--- src/rtl/core/tpl_pkg.sv ---
package tpl_pkg;

  localparam int MAX_COLUMNS_LIMIT = 136;
  localparam int TAB_STOP          = 8;

  localparam int COL_W     = 8;
  localparam int LINE_W    = 8;
  localparam int BYTE_W    = 8;
  localparam int EV_W      = 2;
  localparam int KIND_W    = 2;
  localparam int CFG_IDX_W = 1;
  localparam int CFG_W     = 8;
  localparam int SUM_W     = 9;
  localparam int TPH_W     = (TAB_STOP > 1) ? $clog2(TAB_STOP) : 1;
  localparam int ADD_W     = $clog2(TAB_STOP + 1);

  localparam logic [CFG_W-1:0] COLS_RESET  = 8'd80;
  localparam logic [CFG_W-1:0] LINES_RESET = 8'd60;

  localparam logic [CFG_IDX_W-1:0] CFG_COLS  = 1'b0;
  localparam logic [CFG_IDX_W-1:0] CFG_LINES = 1'b1;

  localparam logic [KIND_W-1:0] KIND_DATA = 2'd0;
  localparam logic [KIND_W-1:0] KIND_ADV  = 2'd1;
  localparam logic [KIND_W-1:0] KIND_EOJ  = 2'd2;

  localparam logic [EV_W-1:0] EV_GLYPH = 2'd0;
  localparam logic [EV_W-1:0] EV_LINE  = 2'd1;
  localparam logic [EV_W-1:0] EV_PAGE  = 2'd2;

  localparam logic [BYTE_W-1:0] CH_TAB  = 8'h09;
  localparam logic [BYTE_W-1:0] CH_LF   = 8'h0A;
  localparam logic [BYTE_W-1:0] CH_FF   = 8'h0C;
  localparam logic [BYTE_W-1:0] CH_CR   = 8'h0D;
  localparam logic [BYTE_W-1:0] CH_ESC  = 8'h1B;
  localparam logic [BYTE_W-1:0] CH_SP   = 8'h20;
  localparam logic [BYTE_W-1:0] CH_DEL  = 8'h7F;
  localparam logic [BYTE_W-1:0] CH_CSI  = 8'h9B;
  localparam logic [BYTE_W-1:0] CH_FILL = 8'hFF;

  typedef enum logic [6:0] {
    ST_IDLE   = 7'b0000001,
    ST_DECODE = 7'b0000010,
    ST_TAB    = 7'b0000100,
    ST_CHECK  = 7'b0001000,
    ST_PLACE  = 7'b0010000,
    ST_LINE   = 7'b0100000,
    ST_PAGE   = 7'b1000000
  } state_t;

  typedef enum logic [1:0] {
    LM_BREAK = 2'd0,
    LM_FF    = 2'd1,
    LM_EOJ   = 2'd2
  } line_mode_t;

  typedef struct packed {
    logic [EV_W-1:0]   ev;
    logic [LINE_W-1:0] line;
    logic [COL_W-1:0]  col;
    logic [BYTE_W-1:0] glyph;
    logic              ff;
    logic              last;
  } result_t;

  typedef struct packed {
    logic [COL_W-1:0] a;
    logic [ADD_W-1:0] addend;
    logic [SUM_W-1:0] lim_a;
    logic [COL_W-1:0] lim_b;
  } alu_req_t;

  typedef struct packed {
    logic [SUM_W-1:0] sum;
    logic             ge_a;
    logic             ge_b;
  } alu_rsp_t;

endpackage

--- src/rtl/core/tpl_alu.sv ---
module tpl_alu
  import tpl_pkg::*;
(
  input  alu_req_t req,
  output alu_rsp_t rsp
);

  logic [SUM_W-1:0] sum;

  assign sum      = SUM_W'(req.a) + SUM_W'(req.addend);
  assign rsp.sum  = sum;
  assign rsp.ge_a = (sum >= req.lim_a);
  assign rsp.ge_b = (sum >= SUM_W'(req.lim_b));

endmodule

--- src/rtl/core/tpl_outreg.sv ---
module tpl_outreg
  import tpl_pkg::*;
(
  input  logic    clk,
  input  logic    rst_n,
  input  logic    load,
  input  result_t din,
  input  logic    out_stall,
  output logic    free,
  output logic    out_valid,
  output result_t dout
);

  logic    valid_r;
  logic    valid_nxt;
  result_t data_r;

  assign free      = !valid_r || !out_stall;
  assign valid_nxt = load ? 1'b1 : (valid_r && out_stall);
  assign out_valid = valid_r;
  assign dout      = data_r;

  always_ff @(posedge clk) begin
    if (!rst_n) begin
      valid_r <= 1'b0;
    end else begin
      valid_r <= valid_nxt;
    end
  end

  always_ff @(posedge clk) begin
    if (load) begin
      data_r <= din;
    end
  end

endmodule

--- src/rtl/core/text_page_line_layout_unit.sv ---
// Lays printer input out into lines and pages. Each accepted transaction passes through
// the input register and a decoding step, then, for a tab only, a stop-and-clamp step
// and a check step, and then emits its results one at a time: a tab gives at most
// eight spaces, a line close and a page close. One shared add-and-compare unit, driven
// by the sequencer, settles every column, tab stop and line count, and it limits the
// block to one result per cycle. in_stall is high from acceptance until the last
// result has entered the output register; out_stall holds the sequencer only while
// that register is full. The user must write the configuration registers only while
// the block is idle; the block itself does not enforce this.
module text_page_line_layout_unit
  import tpl_pkg::*;
(
  input  logic                 clk,
  input  logic                 rst_n,
  input  logic                 in_valid,
  output logic                 in_stall,
  input  logic [KIND_W-1:0]    in_kind,
  input  logic [BYTE_W-1:0]    in_byte_in,
  output logic                 out_valid,
  input  logic                 out_stall,
  output logic [EV_W-1:0]      out_event_res,
  output logic [LINE_W-1:0]    out_line_index,
  output logic [COL_W-1:0]     out_column,
  output logic [BYTE_W-1:0]    out_glyph,
  output logic                 out_form_feed_close,
  output logic                 out_last,
  input  logic                 cfg_we,
  input  logic [CFG_IDX_W-1:0] cfg_index,
  input  logic [CFG_W-1:0]     cfg_data
);

  state_t            state_r,  state_nxt;
  logic [COL_W-1:0]  col_r,    col_nxt;
  logic [LINE_W-1:0] line_r,   line_nxt;
  logic              acr_r,    acr_nxt;
  logic [TPH_W-1:0]  tabph_r,  tabph_nxt;
  logic [SUM_W-1:0]  stop_r,   stop_nxt;
  logic              tab_r,    tab_nxt;
  line_mode_t        lm_r,     lm_nxt;
  logic              pg_ff_r,  pg_ff_nxt;
  logic [KIND_W-1:0] kind_r,   kind_nxt;
  logic [BYTE_W-1:0] byte_r,   byte_nxt;
  logic [CFG_W-1:0]  cols_cfg_r;
  logic [CFG_W-1:0]  lines_cfg_r;

  logic [COL_W-1:0]  eff_cols;
  logic [LINE_W-1:0] eff_lines;
  logic [TPH_W-1:0]  tabph_inc;

  alu_req_t alu_req;
  alu_rsp_t alu_rsp;
  result_t  res;
  result_t  res_q;
  logic     emit;
  logic     out_free;

  tpl_alu u_alu (
    .req (alu_req),
    .rsp (alu_rsp)
  );

  tpl_outreg u_outreg (
    .clk       (clk),
    .rst_n     (rst_n),
    .load      (emit),
    .din       (res),
    .out_stall (out_stall),
    .free      (out_free),
    .out_valid (out_valid),
    .dout      (res_q)
  );

  assign out_event_res       = res_q.ev;
  assign out_line_index      = res_q.line;
  assign out_column          = res_q.col;
  assign out_glyph           = res_q.glyph;
  assign out_form_feed_close = res_q.ff;
  assign out_last            = res_q.last;

  assign in_stall = (state_r != ST_IDLE);

  assign eff_cols  = (cols_cfg_r == '0) ? COL_W'(1) :
                     (cols_cfg_r > COL_W'(MAX_COLUMNS_LIMIT)) ? COL_W'(MAX_COLUMNS_LIMIT) :
                     cols_cfg_r;
  assign eff_lines = (lines_cfg_r == '0) ? LINE_W'(1) : lines_cfg_r;
  assign tabph_inc = (tabph_r == TPH_W'(TAB_STOP - 1)) ? '0 : tabph_r + TPH_W'(1);

  always_ff @(posedge clk) begin
    if (!rst_n) begin
      cols_cfg_r  <= COLS_RESET;
      lines_cfg_r <= LINES_RESET;
    end else if (cfg_we) begin
      case (cfg_index)
        CFG_COLS:  cols_cfg_r  <= cfg_data;
        CFG_LINES: lines_cfg_r <= cfg_data;
        default: ;
      endcase
    end
  end

  always_comb begin
    state_nxt = state_r;
    col_nxt   = col_r;
    line_nxt  = line_r;
    acr_nxt   = acr_r;
    tabph_nxt = tabph_r;
    stop_nxt  = stop_r;
    tab_nxt   = tab_r;
    lm_nxt    = lm_r;
    pg_ff_nxt = pg_ff_r;
    kind_nxt  = kind_r;
    byte_nxt  = byte_r;
    alu_req   = '0;
    res       = '0;
    emit      = 1'b0;

    case (state_r)
      ST_IDLE: begin
        if (in_valid) begin
          kind_nxt  = in_kind;
          byte_nxt  = in_byte_in;
          state_nxt = ST_DECODE;
        end
      end

      ST_DECODE: begin
        state_nxt = ST_IDLE;
        case (kind_r)
          KIND_DATA: begin
            if (byte_r == CH_ESC || byte_r == CH_CSI || byte_r == CH_FILL) begin
              state_nxt = ST_IDLE;
            end else if (byte_r == CH_CR) begin
              acr_nxt   = 1'b1;
              lm_nxt    = LM_BREAK;
              state_nxt = ST_LINE;
            end else if (byte_r == CH_LF) begin
              if (acr_r) begin
                acr_nxt = 1'b0;
              end else begin
                lm_nxt    = LM_BREAK;
                state_nxt = ST_LINE;
              end
            end else begin
              acr_nxt = 1'b0;
              if (byte_r == CH_FF) begin
                if (col_r != '0) begin
                  lm_nxt    = LM_FF;
                  state_nxt = ST_LINE;
                end else begin
                  pg_ff_nxt = 1'b1;
                  state_nxt = ST_PAGE;
                end
              end else if (byte_r == CH_TAB) begin
                tab_nxt   = 1'b1;
                state_nxt = ST_TAB;
              end else if (byte_r >= CH_SP && byte_r != CH_DEL) begin
                tab_nxt   = 1'b0;
                state_nxt = ST_PLACE;
              end
            end
          end
          KIND_ADV: begin
            acr_nxt   = 1'b0;
            lm_nxt    = LM_BREAK;
            state_nxt = ST_LINE;
          end
          KIND_EOJ: begin
            acr_nxt = 1'b0;
            if (col_r != '0) begin
              lm_nxt    = LM_EOJ;
              state_nxt = ST_LINE;
            end else if (line_r != '0) begin
              pg_ff_nxt = 1'b0;
              state_nxt = ST_PAGE;
            end
          end
          default: state_nxt = ST_IDLE;
        endcase
      end

      ST_TAB: begin
        alu_req.a      = col_r;
        alu_req.addend = ADD_W'(TAB_STOP) - ADD_W'(tabph_r);
        alu_req.lim_b  = eff_cols;
        stop_nxt       = alu_rsp.ge_b ? SUM_W'(eff_cols) : alu_rsp.sum;
        state_nxt      = ST_CHECK;
      end

      ST_CHECK: begin
        alu_req.a     = col_r;
        alu_req.lim_a = stop_r;
        alu_req.lim_b = eff_cols;
        if (!alu_rsp.ge_a) begin
          state_nxt = ST_PLACE;
        end else if (alu_rsp.ge_b) begin
          lm_nxt    = LM_BREAK;
          state_nxt = ST_LINE;
        end else begin
          state_nxt = ST_IDLE;
        end
      end

      ST_PLACE: begin
        alu_req.a      = col_r;
        alu_req.addend = ADD_W'(1);
        alu_req.lim_a  = stop_r;
        alu_req.lim_b  = eff_cols;
        res.ev    = EV_GLYPH;
        res.line  = line_r;
        res.col   = col_r;
        res.glyph = tab_r ? CH_SP : byte_r;
        res.last  = !(tab_r && !alu_rsp.ge_a) && !alu_rsp.ge_b;
        if (out_free) begin
          emit      = 1'b1;
          col_nxt   = alu_rsp.sum[COL_W-1:0];
          tabph_nxt = tabph_inc;
          if (tab_r && !alu_rsp.ge_a) begin
            state_nxt = ST_PLACE;
          end else if (alu_rsp.ge_b) begin
            lm_nxt    = LM_BREAK;
            state_nxt = ST_LINE;
          end else begin
            state_nxt = ST_IDLE;
          end
        end
      end

      ST_LINE: begin
        alu_req.a      = line_r;
        alu_req.addend = ADD_W'(1);
        alu_req.lim_b  = eff_lines;
        res.ev   = EV_LINE;
        res.line = line_r;
        res.col  = col_r;
        res.last = (lm_r == LM_BREAK) && !alu_rsp.ge_b;
        if (out_free) begin
          emit = 1'b1;
          case (lm_r)
            LM_BREAK: begin
              col_nxt   = '0;
              tabph_nxt = '0;
              line_nxt  = alu_rsp.ge_b ? '0 : alu_rsp.sum[LINE_W-1:0];
              pg_ff_nxt = 1'b0;
              state_nxt = alu_rsp.ge_b ? ST_PAGE : ST_IDLE;
            end
            LM_FF: begin
              pg_ff_nxt = 1'b1;
              state_nxt = ST_PAGE;
            end
            LM_EOJ: begin
              pg_ff_nxt = 1'b0;
              state_nxt = ST_PAGE;
            end
            default: state_nxt = ST_IDLE;
          endcase
        end
      end

      ST_PAGE: begin
        res.ev   = EV_PAGE;
        res.ff   = pg_ff_r;
        res.last = 1'b1;
        if (out_free) begin
          emit      = 1'b1;
          col_nxt   = '0;
          line_nxt  = '0;
          tabph_nxt = '0;
          state_nxt = ST_IDLE;
        end
      end

      default: state_nxt = ST_IDLE;
    endcase
  end

  always_ff @(posedge clk) begin
    if (!rst_n) begin
      state_r <= ST_IDLE;
      col_r   <= '0;
      line_r  <= '0;
      acr_r   <= 1'b0;
      tabph_r <= '0;
    end else begin
      state_r <= state_nxt;
      col_r   <= col_nxt;
      line_r  <= line_nxt;
      acr_r   <= acr_nxt;
      tabph_r <= tabph_nxt;
    end
  end

  always_ff @(posedge clk) begin
    stop_r  <= stop_nxt;
    tab_r   <= tab_nxt;
    lm_r    <= lm_nxt;
    pg_ff_r <= pg_ff_nxt;
    kind_r  <= kind_nxt;
    byte_r  <= byte_nxt;
  end

  a_accept_decodes: assert property (@(posedge clk) disable iff (!rst_n)
    (in_valid && !in_stall) |=> (state_r == ST_DECODE))
    else $error("accepted transaction not decoded");

  a_col_bound: assert property (@(posedge clk) disable iff (!rst_n)
    col_r <= COL_W'(MAX_COLUMNS_LIMIT))
    else $error("column past limit");

  a_page_last: assert property (@(posedge clk) disable iff (!rst_n)
    (out_valid && out_event_res == EV_PAGE) |-> (out_last && out_column == '0))
    else $error("page close not final");

  a_emit_room: assert property (@(posedge clk) disable iff (!rst_n)
    emit |-> out_free)
    else $error("result loaded over a held one");

endmodule
--- config.mk ---
export PLATFORM = sky130hd
export DESIGN_NAME = text_page_line_layout_unit
export DESIGN_NICKNAME = d
export VERILOG_FILES = /design/src/rtl/core/tpl_pkg.sv /design/src/rtl/core/tpl_alu.sv /design/src/rtl/core/tpl_outreg.sv /design/src/rtl/core/text_page_line_layout_unit.sv
export SDC_FILE = /design/constraint.sdc
export NUM_CORES = 1
export LEC_CHECK = 0
export BUFFER_PORTS_ARGS = -buffer_cell sky130_fd_sc_hd__buf_2
export CAP_MARGIN = 20
export CORE_MARGIN = 3
export CORE_UTILIZATION = 39
export DETAILED_ROUTE_END_ITERATION = 8
export HOLD_SLACK_MARGIN = 0.08
export PLACE_DENSITY = 0.58
export SLEW_MARGIN = 20
export SYNTH_ARGS = -nofsm -noshare
export SYNTH_HDL_FRONTEND = slang
export SYNTH_HIERARCHICAL = 1
export SYNTH_SLANG_ARGS = --single-unit
--- constraint.sdc ---
create_clock -name clk -period 5.8 [get_ports clk]
set_clock_uncertainty 0.1 [all_clocks]
set_input_delay 0.29 -clock clk [delete_from_list [all_inputs] [get_ports clk]]
set_output_delay 0.29 -clock clk [all_outputs]
set_load 0.05 [all_outputs]
==> results of run 1 <==
==> synth_stat cells, drive strengths merged, types with 9 or more instances <==
library cell | number | area (um^2)
dfxtp | 44 | 881
ha | 32 | 400
nor4 | 11 | 68.8
and2 | 39 | 244
nand2b | 9 | 56.3
a22o | 12 | 105
a21oi | 51 | 259
o21ai | 20 | 100
clkbuf | 18 | 67.6
nand3 | 30 | 150
edfxtp | 51 | 1530
inv | 34 | 128
nor2 | 28 | 105
nand2 | 65 | 246
nor3 | 10 | 55.1
==> layout make-up <==
cell class              count  share of cell area, %
repair buffers             81                   8.28
clock buffers              11                   3.74
flip-flops and latches     95                   38.7
clock inverters             5                   1.45
well taps                 172                   3.46
inverters                  35                   2.13
multi-input cells         403                   42.2
==> registers in the layout, summed over array words and instances (netlist names), 7 cells and up <==
register       count
cols_cfg_r         8
line_r             8
col_r              8
u_outreg/dout     28
lines_cfg_r        8
stop_r             9
byte_r             8
state_r            7
==> worst paths after layout <==
path	from	cells after the start	to
worst max-delay path	state_r[0]	17	line_r[3]
worst min-delay path	cfg_data[1]	3	cols_cfg_r[1]
worst max register to register	state_r[0]	17	line_r[3]
worst min register to register	lines_cfg_r[0]	2	lines_cfg_r[0]
==> routing by layer <==
layer | GRT usage [%] | vias up | wire [um] | share of wire (%)
li1 | - | 2143 | - | -
met1 | 24.8 | 2036 | 6220 | 47
met2 | 30.7 | 103 | 6180 | 47
met3 | 3.64 | 15 | 538 | 4.1
met4 | 7.77 | 0 | 243 | 1.8
met5 | 0 | - | 0 | 0
==> repair_timing <==
action,4_1_cts,5_1_grt
hold buffers,16,0
buffers inserted,0,0
gates resized for setup,0,0
endpoints found under the setup margin,0,0
endpoints found under the hold margin,17,0
==> metrics by stage <==
stage | instances | power (mW) | hold slack (ns)
detailed placement | 770 | 0.838 | 0.360
global placement | 770 | 0.837 | 0.356
floorplan | 557 | 0.808 | 0.289
CTS | 802 | 1.49 | 0.0826
finish | 802 | 1.48 | 0.0959
global route | 802 | 1.53 | 0.0892
==> worst max-delay path: stages (launching register included) <==
cell and delay, ns:
dfxtp_1 0.36, or4_1 0.57, or4b_1 0.76, clkinv_2 0.22, a22o_1 0.23, ha_1 0.27
a211oi_1 0.22, nor2_1 0.10, o21ai_0 0.20, xnor2_1 0.29, ha_1 0.34, a21o_1 0.16
a21oi_1 0.14, o22ai_1 0.10, a211o_1 0.41, nor2_1 0.45, nand3_1 0.17, a21oi_1 0.17
==> power groups by stage <==
stage / registers [mW] / logic, mW / clock network, mW
2_1_floorplan: 0.745 / 0.0626 / 0
3_3_place_gp: 0.750 / 0.0861 / 0
3_5_place_dp: 0.751 / 0.0872 / 0
4_1_cts: 0.736 / 0.0957 / 0.660
5_1_grt: 0.738 / 0.106 / 0.690
6_report: 0.736 / 0.0959 / 0.650
==> kinds of logic after synthesis <==
group                      count (synthesis)  share of synthesized area, %
DFF                                       95                          45.8
muxes                                      4                         0.783
buffers and inverters                     59                          4.44
and+or+nand+nor                          233                          23.7
adders and majority gates                 33                          7.98
xor gates and xnor gates                   9                          1.50
AOI/OAI and AO/OA                        124                          15.8
==> metrics.md, run 1 <==
| Metric | Value |
|---|---|
| Routed via count | 4,297 |
| Antenna violations before repair | 0 |
| Static leakage | 2.34 nW |
| Max Fanout on Critical Path | 10 |
| Clk sinks | 95 |
| Area grow syn2layout | 18.1% |
| Register Area | 2410 um^2 |
| Peak VDD IR | about 170 uV |
| # rows | just over 40 |
| Worst rel slew slack | 30.0% |
| Setup ws final | 0.451 ns |
| Critical Path Start Type | register |
| GR Util All Layers | 18.9% |
| Commonest non-fill, non-tap cell in the layout | nand2_1 |
| CTS buffer count | 9 |
| I/O pin cnt | between 50 and 60 |
| DRT Wirelength | 13.2 mm |
| Largest net degree at the start of global routing | 31 |
| Final Max Tran Viols | 0 |
| # diodes | 0 |
| Number of remaining DRC errors | 0 |
| Core box area | 12,900 um^2 |
| Die area | between 10,000 and 15,000 um^2 |
| Worst path required time | 5.97 ns |
| Die X | approximately 120 um |
| First-pass GRT wire length | 21.9 mm |
| P_int | 1.14 mW |
| Setup violators final | 0 |
| HP Class | in -> reg |
| Antenna-violating nets left | 0 |
| Clock latency at the later pin of the worst-skew pair | 0.36 ns |
| Commonest cells after routing, fill and taps aside | nand2_1, buf_2, edfxtp_1, a21oi_1, dfxtp_1 |
| DP HPWL | 9.90 mm |
| Mapped Cells | approximately 560 |
| IO Port Bufs | 53 |
| Multi-input gate area | 2630 um^2 |
| Switch Pwr | 0.338 mW |
| Final Core Density | 48.2% |
| 1st-iter DRT viols | 319 |
| Worst setup EP type | register |
| Final Hold Fails | 0 |
| Clock share of power | 43.9% |
| Initial Util | 40.8% |
| CTS clk-pin slew, worst paths | about 0.07 ns |
| Final instance area | 6230 um^2 |
| H-tree levels | 3 |
| Fin crit share | between 90% and 100% |
| Fin nets | roughly 680 |
| Top_reg_cell synth | edfxtp_1 |
| Final GP Congestion | ~0.9 |
| Layout fillers | 1,243 |
| Max Cap Viol | 0 |
| Share of power burned in combinational logic | 6.5% |
| Final period demand of the worst path | 5.35 ns |
| Syn_nets | 614 |
| Setup TNS | 0 ns |
| First drt pass iteration count | 5 |
| Register area share after synthesis | 45.8% |
| Status | finished clean |
| Number of synthesized register bits | 95 |
| Yosys warns | 6 |
| Placed Area | between 5000 and 6000 um^2 |
| RSZ-0062 raised after global routing | false |
| Vias in the first global route | 4,289 |
| Async SR Flop Fraction | 0% |
| Fmax | 187 MHz |
| Post-synth cell types | 67 |
| Share of cells above drive strength 1 | 16.0% |
| CP arrival | 5.52 ns |
| Worst-Margin Slew | 1.05 ns |
| Setup CP Type | reg -> reg |
| CTS tree | yes |
| Root buffer cell | clkbuf_16 |
| Dpl ws | 0.537 ns |
| Post-Syn Area per Cell | 9.46 um^2 |
| Mapped Area | 5270 um^2 |
| PwrDens | 238 nW/um^2 |
| R2r setup slk | 0.45 ns |
| Switching share of power | 22.8% |
| Die height | 122 um |
| Avg WL per Cell | 16.4 um |
| Post-synth EDFFs | 51 |
| DR vias/cell | 5.36 |
| Seq pwr share | around half |
| Clock Tree Buf Depth | 2 |
| Global route total overflow | 0 |
Power figures use the tool's default switching activity.
==> inputs of run 2 (changes only) <==
Settings changed: CORE_UTILIZATION 39 to 30, PLACE_DENSITY 0.58 to 0.47.
==> run 2 against run 1 <==
  * Utilization decreased by 11 points
  * Non-clock buffer count rose by 3
  * Fmax is essentially flat
  * Largest cell class unchanged
  * Setup slack improved by 0.0042 ns
  * Clock power rose by 1%
  * First-iteration DRC count is 11% higher
  * Die area up 28%
  * Combinational power increased by 2%
  * Final cell count grew 6.4%
  * Sequential cell count unchanged
  * Worst hold slack gained 0.0018 ns
==> metrics.md, run 2 (same netlist as run 1, synthesis figures left out) <==
| Metric | Value |
|---|---|
| CTS tree | yes |
| CTS buffer count | 9 |
| Hold_buf cts | 17 |
| Worst rel slew slack | 33.6% |
| Clk sinks | 95 |
| Die X | 139 um |
| # diodes | 0 |
| Final Hold Fails | 0 |
| Setup CP Type | reg -> reg |
| Clock share of power | around 44% |
| Antenna violations before repair | 0 |
| Switch Pwr | about 0.35 mW |
| I/O pin cnt | 54 |
| Max Cap Viol | 0 |
| Status | finished clean |
| Fmax | 187 MHz |
| Commonest non-fill, non-tap cell in the layout | nand2_1 |
| Share of power burned in combinational logic | under 10% |
| RSZ-0062 raised after global routing | false |
| Antenna-violating nets left | 0 |
| Root buffer cell | clkbuf_16 |
| Seq pwr share | 49.4% |
| Fin nets | 685 |
| P_int | around 1.1 mW |
| H-tree levels | 3 |
| First drt pass iteration count | 5 |
| Area grow syn2layout | 19.8% |
| Initial Util | 31.2% |
| Critical Path Start Type | register |
| Largest net degree at the start of global routing | 31 |
| Final GP Congestion | ~0.87 |
| Static leakage | 2.35 nW |
| PostCTS Resize Cnt | 0 |
| Die area | 19,200 um^2 |
| Layout fillers | 1,756 |
| Global route total overflow | 0 |
| Core box area | approximately 17,000 um^2 |
| Number of remaining DRC errors | 0 |
| Avg WL per Cell | 16.7 um |
| First-pass GRT wire length | 23.1 mm |
| Max Fanout on Critical Path | 17 |
| Die height | 139 um |
| IO Port Bufs | 53 |
| Final instance area | 6320 um^2 |
| DR vias/cell | 5.10 |
| GR Util All Layers | 15.1% |
| Switching share of power | 23.3% |
| Final Max Tran Viols | 0 |
| Setup TNS | 0 ns |
| Worst setup EP type | register |
| CP arrival | 5.25 ns |
| Placed Area | 5820 um^2 |
| Routed via count | 4,352 |
| # rows | 47 |
| Final period demand of the worst path | 5.34 ns |
| Worst path required time | 5.71 ns |
| HP Class | in -> reg |
| CTS clk-pin slew, worst paths | approximately 0.070 ns |
| Clock Tree Buf Depth | 2 |
| Commonest cells after routing, fill and taps aside | nand2_1, buf_2, edfxtp_1, a21oi_1, dfxtp_1 |
| Clock latency at the later pin of the worst-skew pair | 0.36 ns |
| DRT Wirelength | 14.3 mm |
| Peak VDD IR | 175 uV |
| DP HPWL | 10.8 mm |
| Vias in the first global route | 4,299 |
| Fin crit share | 92.2% |
| Share of cells above drive strength 1 | 16.7% |
| Worst-Margin Slew | 0.987 ns |
| PwrDens | 236 nW/um^2 |
| 1st-iter DRT viols | 354 |
| Largest register FFs | 28 |
| Setup violators final | 0 |
| Post-CTS setup buffers | 0 |
==> run 2: cell types whose count changed in the layout (fill, tap and decap cells not counted), sizes merged <==
cell / change
buf: +2
clkbuf: -2
clkinv: +3
dlygate4sd3: +1
clkinvlp: -1
==> run 2: metrics by stage <==
| stage | hold WS [ns] | total power [mW] | setup WS, ns | instances | utilization, % |
|---|---|---|---|---|---|
| after floorplan | 0.289 | 0.808 | 0.867 | 557 | - |
| after global placement | 0.351 | 0.839 | 0.653 | 820 | 34.5 |
| after detailed placement | 0.359 | 0.840 | 0.533 | 820 | 34.5 |
| after CTS | 0.0848 | 1.51 | 0.506 | 853 | 37.4 |
| after global routing | 0.103 | 1.55 | 0.0964 | 853 | 37.4 |
| final | 0.0977 | 1.49 | 0.455 | 853 | 37.4 |
==> run 2: cell type report <==
cell class | count | area [um^2] | area share [%]
multi-input cells | 403 | 2630 | 41.7
flip-flops and latches | 95 | 2410 | 38.2
repair buffers | 84 | 541 | 8.56
well taps | 220 | 275 | 4.36
clock buffers | 9 | 225 | 3.57
inverters | 35 | 133 | 2.10
clock inverters | 7 | 100 | 1.58
==> run 2: power by group through the flow <==
stage / Combinational [mW] / Sequential (mW) / Clock (mW)
2_1_floorplan: 0.0626 / 0.745 / 0
3_3_place_gp: 0.0879 / 0.751 / 0
3_5_place_dp: 0.0888 / 0.751 / 0
4_1_cts: 0.0978 / 0.736 / 0.673
5_1_grt: 0.109 / 0.738 / 0.705
6_report: 0.0976 / 0.736 / 0.657
==> run 2: metal layers <==
| layer | wire, um | track usage (%) |
|---|---|---|
| met5 | 0 | 0 |
| met4 | 264 | 5.10 |
| met3 | 750 | 3.45 |
| met2 | 6460 | 23.2 |
| met1 | 6790 | 20.9 |
==> run 2: worst max-delay path, cell delays in order, from the launching register on <==
cell       delay (ns)
dfxtp_1          0.45
or4_1            0.62
or4b_1           0.58
buf_4            0.20
nand2_2          0.21
a21o_1           0.12
ha_1             0.21
fa_1             0.23
a21o_1           0.14
a21oi_2          0.08
nor2_1           0.14
xor2_1           0.11
ha_1             0.31
nand2_1          0.07
o21ai_0          0.18
a21oi_1          0.07
o21ai_0          0.42
a2111oi_0        0.15
buf_4            0.17
nor4_1           0.43
==> run 2: worst paths after layout <==
check / from / endpoint / slack, ns / depth (start not counted)
setup / recovery: state_r[6] / lm_r[1] / 0.46 / 19
hold / removal: in_valid / state_r[1] / 0.1 / 2
setup reg to reg: state_r[6] / lm_r[1] / 0.46 / 19
hold reg to reg: lines_cfg_r[0] / lines_cfg_r[0] / 0.37 / 2
